File: config.mk
export PLATFORM = sky130hd
export DESIGN_NAME = lsvc_div
export DESIGN_NICKNAME = d
export VERILOG_FILES = /design/src/lsvc_pkg.sv /design/src/lsvc_div.sv
export SDC_FILE = /design/constraint.sdc
export NUM_CORES = 1
export LEC_CHECK = 0
export BUFFER_PORTS_ARGS = -buffer_cell sky130_fd_sc_hd__buf_2
export CORE_ASPECT_RATIO = 0.75
export CORE_MARGIN = 3
export CORE_UTILIZATION = 65
export CTS_BUF_LIST = sky130_fd_sc_hd__clkbuf_8
export DETAILED_ROUTE_END_ITERATION = 10
export PLACE_DENSITY_LB_ADDON = 0.15
export SLEW_MARGIN = 30
export SYNTH_ARGS = -nofsm -noshare
export SYNTH_HDL_FRONTEND = slang
export SYNTH_SLANG_ARGS = --single-unit
File: constraint.sdc
create_clock -name clk -period 6 [get_ports clk]
set_input_delay 0.3 -clock clk [delete_from_list [all_inputs] [get_ports clk]]
set_output_delay 0.3 -clock clk [all_outputs]
set_load 0.05 [all_outputs]
File: src/lsvc_pkg.sv
// Shared constants for the lane segment validity check.
// Used by the top level, the pipelined divider and the port checker.
package lsvc_pkg;

    // Coordinate and fixed point sizes
    localparam int COORD_BITS = 12;
    localparam int FRAC_BITS  = 16;
    localparam int WIDE_BITS  = COORD_BITS + 1;
    localparam int DIV_BITS   = COORD_BITS + FRAC_BITS;

    localparam longint ONE = longint'(1) << FRAC_BITS;
    localparam longint SAT = longint'(1) << DIV_BITS;

    // Blend coefficients 0.1, 0.3 and their difference in Q.FRAC_BITS
    localparam longint C01 = (ONE + 5) / 10;
    localparam longint C03 = (3 * ONE + 5) / 10;
    localparam longint C02 = C03 - C01;

    // Verdict codes
    localparam int VERDICT_W = 3;
    localparam logic [VERDICT_W-1:0] VERDICT_LEFT  = 3'd0;
    localparam logic [VERDICT_W-1:0] VERDICT_RIGHT = 3'd1;
    localparam logic [VERDICT_W-1:0] VERDICT_WRONG = 3'd2;
    localparam logic [VERDICT_W-1:0] VERDICT_SHORT = 3'd3;
    localparam logic [VERDICT_W-1:0] VERDICT_SLOPE = 3'd4;

    // Configuration register indexes
    localparam int CFG_IDX_W = 3;
    localparam logic [CFG_IDX_W-1:0] CFG_VANISH_X     = 3'd0;
    localparam logic [CFG_IDX_W-1:0] CFG_VANISH_Y     = 3'd1;
    localparam logic [CFG_IDX_W-1:0] CFG_IMAGE_WIDTH  = 3'd2;
    localparam logic [CFG_IDX_W-1:0] CFG_IMAGE_HEIGHT = 3'd3;
    localparam logic [CFG_IDX_W-1:0] CFG_BOTTOM_LIMIT = 3'd4;

    // Register reset values
    localparam logic [COORD_BITS-1:0] RST_VANISH_X     = 12'd0;
    localparam logic [COORD_BITS-1:0] RST_VANISH_Y     = 12'd0;
    localparam logic [WIDE_BITS-1:0]  RST_IMAGE_WIDTH  = 13'd640;
    localparam logic [WIDE_BITS-1:0]  RST_IMAGE_HEIGHT = 13'd480;
    localparam logic [COORD_BITS-1:0] RST_BOTTOM_LIMIT = 12'd447;

endpackage

File: src/lsvc_div.sv
// Pipelined restoring divider: (num << FRAC_BITS) / den, one quotient bit a stage.
// Depends on lsvc_pkg; a zero divisor gives a meaningless quotient.
module lsvc_div (
    input  logic                             clk,
    input  logic                             en,
    input  logic [lsvc_pkg::COORD_BITS-1:0]  num,
    input  logic [lsvc_pkg::COORD_BITS-1:0]  den,
    output logic [lsvc_pkg::DIV_BITS-1:0]    quo
);

    localparam int CB = lsvc_pkg::COORD_BITS;
    localparam int FB = lsvc_pkg::FRAC_BITS;
    localparam int DB = lsvc_pkg::DIV_BITS;

    logic [CB-1:0] rem_reg [DB];
    logic [CB-1:0] den_reg [DB];
    logic [DB-1:0] dvd_reg [DB];
    logic [DB-1:0] quo_reg [DB];

    genvar k;
    generate
        for (k = 0; k < DB; k++) begin : g_stage
            logic [CB-1:0] rem_prev;
            logic [CB-1:0] den_prev;
            logic [DB-1:0] dvd_prev;
            logic [DB-1:0] quo_prev;
            logic [CB:0]   shifted;
            logic [CB:0]   diff;
            logic          ge;
            logic [CB-1:0] rem_next;

            // Take the previous stage, or the operands at the first stage
            if (k == 0) begin : g_first
                assign rem_prev = '0;
                assign den_prev = den;
                assign dvd_prev = {num, {FB{1'b0}}};
                assign quo_prev = '0;
            end else begin : g_rest
                assign rem_prev = rem_reg[k-1];
                assign den_prev = den_reg[k-1];
                assign dvd_prev = dvd_reg[k-1];
                assign quo_prev = quo_reg[k-1];
            end

            // Trial subtract of the divisor from the shifted remainder
            always_comb
            begin
                shifted  = {rem_prev, dvd_prev[DB-1]};
                diff     = shifted - {1'b0, den_prev};
                ge       = (shifted >= {1'b0, den_prev});
                rem_next = ge ? diff[CB-1:0] : shifted[CB-1:0];
            end

            // Advance one stage
            always_ff @(posedge clk)
            begin
                if (en)
                begin
                    rem_reg[k] <= rem_next;
                    den_reg[k] <= den_prev;
                    dvd_reg[k] <= {dvd_prev[DB-2:0], 1'b0};
                    quo_reg[k] <= {quo_prev[DB-2:0], ge};
                end
            end
        end
    endgenerate

    assign quo = quo_reg[DB-1];

endmodule

# == After elaboration in Yosys (flattened, before gate mapping) ==
# Memory sizes are Yosys's and may differ from the RTL's.
# Index checks and enable logic that the tools add are counted.
# totals
register_bits,0
out_inout_bits,28
ramBits,2212
inputBits,26
mem_count,4
# mem_list
memory,depth,width,read_ports,rd_clocked_by_memory_dff,write_ports,line_no,source
quo_reg,28,28,28,0,28,lsvc_div.sv:18,logic [DB-1:0] quo_reg [DB];
dvd_reg,28,27,27,0,28,lsvc_div.sv:17,logic [DB-1:0] dvd_reg [DB];
den_reg,28,12,27,0,28,lsvc_div.sv:16,logic [CB-1:0] den_reg [DB];
rem_reg,28,12,27,0,28,lsvc_div.sv:15,logic [CB-1:0] rem_reg [DB];
# classes
magnitude_cmp,28
n_addsub,28
mux,30
# op_table
operator,count
13-bit by 12-bit greater-or-equal comparator with 1-bit output,27
12-bit 2-to-1 mux,28
12-bit subtractor,27
1-bit by 12-bit greater-or-equal comparator with 1-bit output,1
1-bit by 12-bit subtractor with 12-bit output,1
1-bit 2-to-1 mux,2

# == Depth between registers and ports, before layout ==
# Gate-level depths: netlist of run 1.
# An unclocked memory read counts as a cell.
# logic_depth
ltp_word,3
ltp_mapped,12
ltp_nobuf,10

# == Least setup slack after synthesis of run 1 ==
# Ideal clock, no wire load.
# synth_path
path_kind,reg2reg
start,mem den_reg[8][1] (netlist name)
end,mem rem_reg[9][10] (netlist name) (data pin)
arrival_time_ps,2732
required_ps,5740
path_slack_ps,3008
path_stages_with_launch,11
path_cell_list,edfxtp_1 inv_1 ha_1 nor2b_4 o31a_1 or4_4 a22oi_2 a21oi_2 a2111oi_4 buf_6 mux2_2
# synth_rtl
item,line_no
from (decl),lsvc_div.sv:16
to (decl),lsvc_div.sv:15

==> impl_metrics.tcl, run 1 <==
set metrics [dict create \
    status "finished clean" \
    rsz0062_at_grt "no" \
    synth-edff-count 1120 \
    synth_ff_type "edfxtp_1" \
    fin_setup_tns_ns 0 \
    cp.required_ns 6.56 \
    finalSetupViolCount 0 \
    ys_seq_area_frac 0.6395 \
    tightestPinTransition_ns 1.025 \
    cts_tree "yes" \
    numCtsBuffers 164 \
    cts.sinks 1120 \
    hold_class "in2reg" \
    antenna_left 0 \
    setup.worst_path.class "reg2reg" \
    grt_max_degree 193 \
    cp_top_family "compound AO/OA/AOI/OAI gates" \
    gp_congestion 0.8740 \
    syn-cell-area_um2 52600 \
    final_layout_size_suffix_gt1_frac 0.1267 \
    syn-mean-instance-area_um2 13.82 \
    syn-num-nets 4182 \
    root_buffer "clkbuf_8" \
    max_freq_ghz 0.2888 \
    yosysTopAreaCell "edfxtp_1" \
    whs_ns 0.1895 \
    path_buf_inv 2 \
    fin_crit_sh 0.5771 \
    avgRoutedWirePerCell_um 16.93 \
    antenna_found_initial 1 \
    grt_pass1_wl_mm 145.4 \
    port-buffer-count 53 \
    synth_top_area_frac 0.6395 \
    grt_usage 0.2131 \
    crit_path_max_incr_delay_ns 0.60 \
    start_util 0.6624 \
    drtIter0Drc 2244 \
    syn_to_final_growth_pct 9.589 \
    syn_inst 3805 \
    largest_register_ffs 406 \
    num_io_pins 54 \
    routed_via_density 5.705 \
    drv_slew 0 \
    die-height_um 252.3 \
    cap_violations 0 \
    ys_ff_latch 1120 \
    drt-total-wl_mm 88.10 \
    critical_path.slowest_cell "a2111oi_4" \
    die_area_um2 84400 \
    clock_skew_ns 0.04006 \
    final_nets 4400 \
    finalInstanceArea_um2 57640 \
    critPathLaunchType "register" \
    hold_viol 0 \
    synthDistinctLibCells 70 \
    path_cells "inv_1 > ha_1 > nor2b_4 > o31a_1 > or4_4 > a22oi_2 > a21oi_2 > a2111oi_4 > buf_4 > mux2_2" \
    synthTopCellsByArea "edfxtp_1, ha_1, mux2_2, inv_1, o21ai_0" \
    core-area_um2 79400 \
    dr.pass1.iters 5 \
    h-tree-depth 4 \
    async_reset_ff_frac 0 \
    cp.arrival_ns 4.03 \
    die_w_um 334.5 \
    cts_buffer_depth 3 \
    critical_path.max_fanout 8 \
    postCtsSetupRepairBufs 0 \
    crit_path_end_kind "register" \
    num_rows 89 \
    drc_errors 0 \
    first_global_vias 29070 \
    grt_remaining_overflow 0 \
    clk_pin_slew_worst_paths_ns 0.07 \
    post_dp_cell_area_um2 54230 \
    hpwl_mm 58.69 \
    vdd_ir_drop_max_mv 0.2515 \
    p_leak_uw 0.02286 \
    yosys_warnings 0 \
    cellPowerDensity_nw_per_um2 483.6 \
    dr_total_vias 29680 \
    clk_latency_ns 0.83 \
    min_period_ns 3.462 \
    relSlewSlack 0.3167 \
]
## Yosys cell counts (14+ instances only)
master	count
a211oi_1	29
a21boi_0	20
a21o_1	80
a21oi_1	209
a31o_2	16
a31oi_1	23
and2_1	17
and3_1	33
buf_2	23
clkbuf_1	19
edfxtp_1	1120
fa_1	26
ha_1	325
inv_1	402
mux2_2	186
mux2i_1	43
nand2_1	149
nand2b_1	52
nand3_1	37
nand4_1	20
nor2_1	164
nor2b_1	56
nor3_1	73
o21a_1	38
o21ai_0	215
o311ai_0	14
o31a_1	23
or2_2	16
or3_1	23
xnor2_1	109
xor2_1	88
## cells in the final DEF, fill, tap and decap left out, types with 52 or more instances in the layout
master,n
inv_1,451
o21ai_0,208
buf_2,52
clkbuf_8,167
xnor2_1,109
mux2_2,186
a21oi_1,209
nand2b_1,52
ha_1,325
nand2_1,149
edfxtp_1,1120
nor2_1,164
nor3_1,73
xor2_1,88
a21o_1,80
nor2b_1,56
## path summary, 6_finish.rpt
| path | startpoint | to | slack, ns | cells after the start |
|---|---|---|---|---|
| hold reg to reg | quo_reg[3][23] | quo_reg[3][52] | 0.40 | 0 |
| hold / removal | num[8] | dvd_reg[0][24] | 0.19 | 2 |
| setup / recovery | den_reg[8][1] | rem_reg[9][2] | 2.54 | 10 |
| setup reg to reg | den_reg[8][1] | rem_reg[9][2] | 2.54 | 10 |
## cell families after synthesis
family / after synthesis / share of synthesized area
AOI/OAI and AO/OA: 771 / 0.09335
DFF: 1120 / 0.6395
adders and majority gates: 351 / 0.08721
and+or+nand+nor: 690 / 0.06659
muxes: 229 / 0.04801
xor gates and xnor gates: 197 / 0.03281
buffers and inverters: 447 / 0.03259
## layer usage
layer | routed length (µm) | part of all wire | GRT usage
met1 | 43260 | 0.49 | 0.3230
met3 | 5052 | 0.057 | 0.04615
met2 | 38050 | 0.43 | 0.3121
met5 | 0 | 0 | 0
met4 | 1734 | 0.020 | 0.06760
## stage by stage
| stage | std cells | utilization | power (µW) | setup slack (ns) |
|---|---|---|---|---|
| 2_1_floorplan | 3805 | - | 19640 | 3.008 |
| 3_3_place_gp | 4876 | 0.6826 | 21720 | 2.482 |
| 3_5_place_dp | 4877 | 0.6830 | 21960 | 2.561 |
| 4_1_cts | 5198 | 0.7252 | 27970 | 2.541 |
| 5_1_grt | 5200 | 0.7259 | 29770 | 2.402 |
| 6_report | 5203 | 0.7260 | 27880 | 2.538 |
## layout make-up
class,instances,area [µm²]
Sequential cell,1120,33630
Fill cell,5204,21760
Multi-Input combinational cell,2238,17320
Clock buffer,167,2298
Inverter,402,1509
Tap cell,1046,1309
Clock inverter,129,802.0
Timing Repair Buffer,97,763.2
Antenna cell,4,10.01
## timing repair
action / CTS / global route
endpoints found under the hold margin: 87 / 0
endpoints found under the setup margin: 0 / 0
gates resized for setup: 0 / 0
hold buffers: 25 / 0
## power by group
| group | total, µW | switching, µW | internal, µW |
|---|---|---|---|
| clock | 5780 | 2820 | 2960 |
| sequential | 11800 | 866 | 10900 |
| combinational | 10300 | 5440 | 4890 |
Power figures use the tool's default switching activity.
==> run 2: changes to the inputs <==
CORE_UTILIZATION = 59   (was 65)
clock period = 2.8 ns   (was 6 ns; I/O delays follow)
==> impl_metrics.tcl, run 2 (synthesized netlist as in run 1, its figures left out) <==
set metrics [dict create \
    setup_ws_ns -0.1236 \
    clk_latency_ns 0.84 \
    gp_congestion 0.8825 \
    root_buffer "clkbuf_8" \
    drv_slew 0 \
    num_io_pins 54 \
    clock_skew_ns 0.03389 \
    h-tree-depth 4 \
    fin_crit_sh 1.044 \
    post_dp_cell_area_um2 55220 \
    cts_tree "yes" \
    cellPowerDensity_nw_per_um2 1031 \
    num_rows 94 \
    critical_path.max_fanout 10 \
    finalInstanceArea_um2 59090 \
    relSlewSlack 0.5471 \
    final_common_cell "edfxtp_1" \
    cap_violations 0 \
    cp.required_ns 3.36 \
    critPathLaunchType "register" \
    grt_usage 0.1994 \
    avgRoutedWirePerCell_um 16.66 \
    drtIter0Drc 2354 \
    fin_setup_tns_ns -1.076 \
    hpwl_mm 61.79 \
    critical_path.slowest_cell "or4_4" \
    violations "negative setup slack" \
    hold_class "in2reg" \
    port-buffer-count 53 \
    layout_common_cells "edfxtp_1, inv_1, ha_1" \
    core-area_um2 88090 \
    first_global_vias 29070 \
    drt-total-wl_mm 90.80 \
    cp.arrival_ns 3.49 \
    min_period_ns 2.924 \
    tightestPinTransition_ns 0.6794 \
    antenna_found_initial 3 \
    grt_pass1_wl_mm 148.8 \
    path_cells "ha_1 > nor2b_4 > o31a_1 > or4_4 > a22oi_2 > a21oi_2 > a2111oi_4 > buf_6 > mux2_2" \
    whs_ns 0.1911 \
    start_util 0.5971 \
    status "finished, violations left" \
    die-height_um 264.6 \
    cp_top_family "compound AO/OA/AOI/OAI gates" \
    max_freq_ghz 0.3420 \
    crit_path_end_kind "register" \
    largest_register_ffs 406 \
    dr_total_vias 30000 \
    finalSetupViolCount 11 \
    cts.sinks 1120 \
    drc_errors 0 \
    crit_path_max_incr_delay_ns 0.45 \
    routed_via_density 5.505 \
    die_w_um 350.8 \
    grt_remaining_overflow 0 \
    cts_buffer_depth 3 \
    numCtsBuffers 167 \
    die_area_um2 92800 \
    rsz0062_at_grt "yes" \
    grt_max_degree 125 \
    hold_viol 0 \
    final_layout_size_suffix_gt1_frac 0.1560 \
    syn_to_final_growth_pct 12.35 \
    dr.pass1.iters 5 \
    setup.worst_path.class "reg2reg" \
    path_buf_inv 1 \
    vdd_ir_drop_max_mv 0.5520 \
    final_nets 4543 \
    clk_pin_slew_worst_paths_ns 0.06 \
    p_leak_uw 0.02356 \
    antenna_left 0 \
]
run 2: cell types whose count changed in the layout (fill, tap and decap cells not counted), sizes merged:
cell	previous run	this run
dlygate4sd3	25	47
clkinv	61	68
inv	457	454
clkbuf	167	169
diode	4	2
clkinvlp	5	8
buf	72	187
bufinv	8	4
run 2: where the power goes:
group	leakage, µW	internal [µW]	switching (µW)
clock network	0.00170	6010	6100
logic	0.0109	11700	11900
registers	0.0109	23300	1900
total	0.0236	41000	19900
run 2: final timing paths:
| kind | slack (ns) | startpoint | cells past startpoint | end |
|---|---|---|---|---|
| setup / recovery | -0.12 | rem_reg[8][0] | 9 | rem_reg[9][11] |
| hold / removal | 0.19 | den[1] | 2 | den_reg[0][1] |
| setup reg to reg | -0.12 | rem_reg[8][0] | 9 | rem_reg[9][11] |
| hold reg to reg | 0.40 | quo_reg[3][6] | 0 | quo_reg[3][35] |
run 2: layer usage:
metal / share of wire / track usage / wire, µm
met1: 0.51 / 0.3117 / 46430
met2: 0.42 / 0.2836 / 38270
met3: 0.048 / 0.04003 / 4395
met4: 0.019 / 0.06019 / 1702
met5: 0 / 0 / 0
run 2: through the flow:
| step | instances | power [µW] | util | worst slack [ns] |
|---|---|---|---|---|
| final | 5449 | 60950 | 0.6708 | -0.1236 |
| after CTS | 5424 | 60680 | 0.6668 | -0.1036 |
| after detailed placement | 5077 | 48010 | 0.6268 | -0.1368 |
| after global routing | 5448 | 65270 | 0.6708 | -0.1996 |
| after floorplan | 3805 | 42130 | - | -0.06482 |
| after global placement | 5077 | 47570 | 0.6268 | -0.1028 |
run 2: what timing repair did:
action | 4_1_cts | 5_1_grt
hold buffers | 47 | 0
endpoints found under the hold margin | 382 | 0
gates resized for setup | 6 | 56
setup buffers | 2 | 20
pin swaps | 0 | 9
setup endpoints to repair | 36 | 103
gates cloned | 0 | 3
run 2: area by class of cell:
type | count | area, µm²
clock buffer | 168 | 2312
multi-input combinational | 2238 | 17430
timing repair inverter | 2 | 15.01
fill | 6307 | 29000
antenna | 2 | 5.005
timing repair buffer | 235 | 2038
sequential | 1120 | 33630
clock inverter | 130 | 704.4
tap | 1152 | 1441
inverter | 402 | 1509
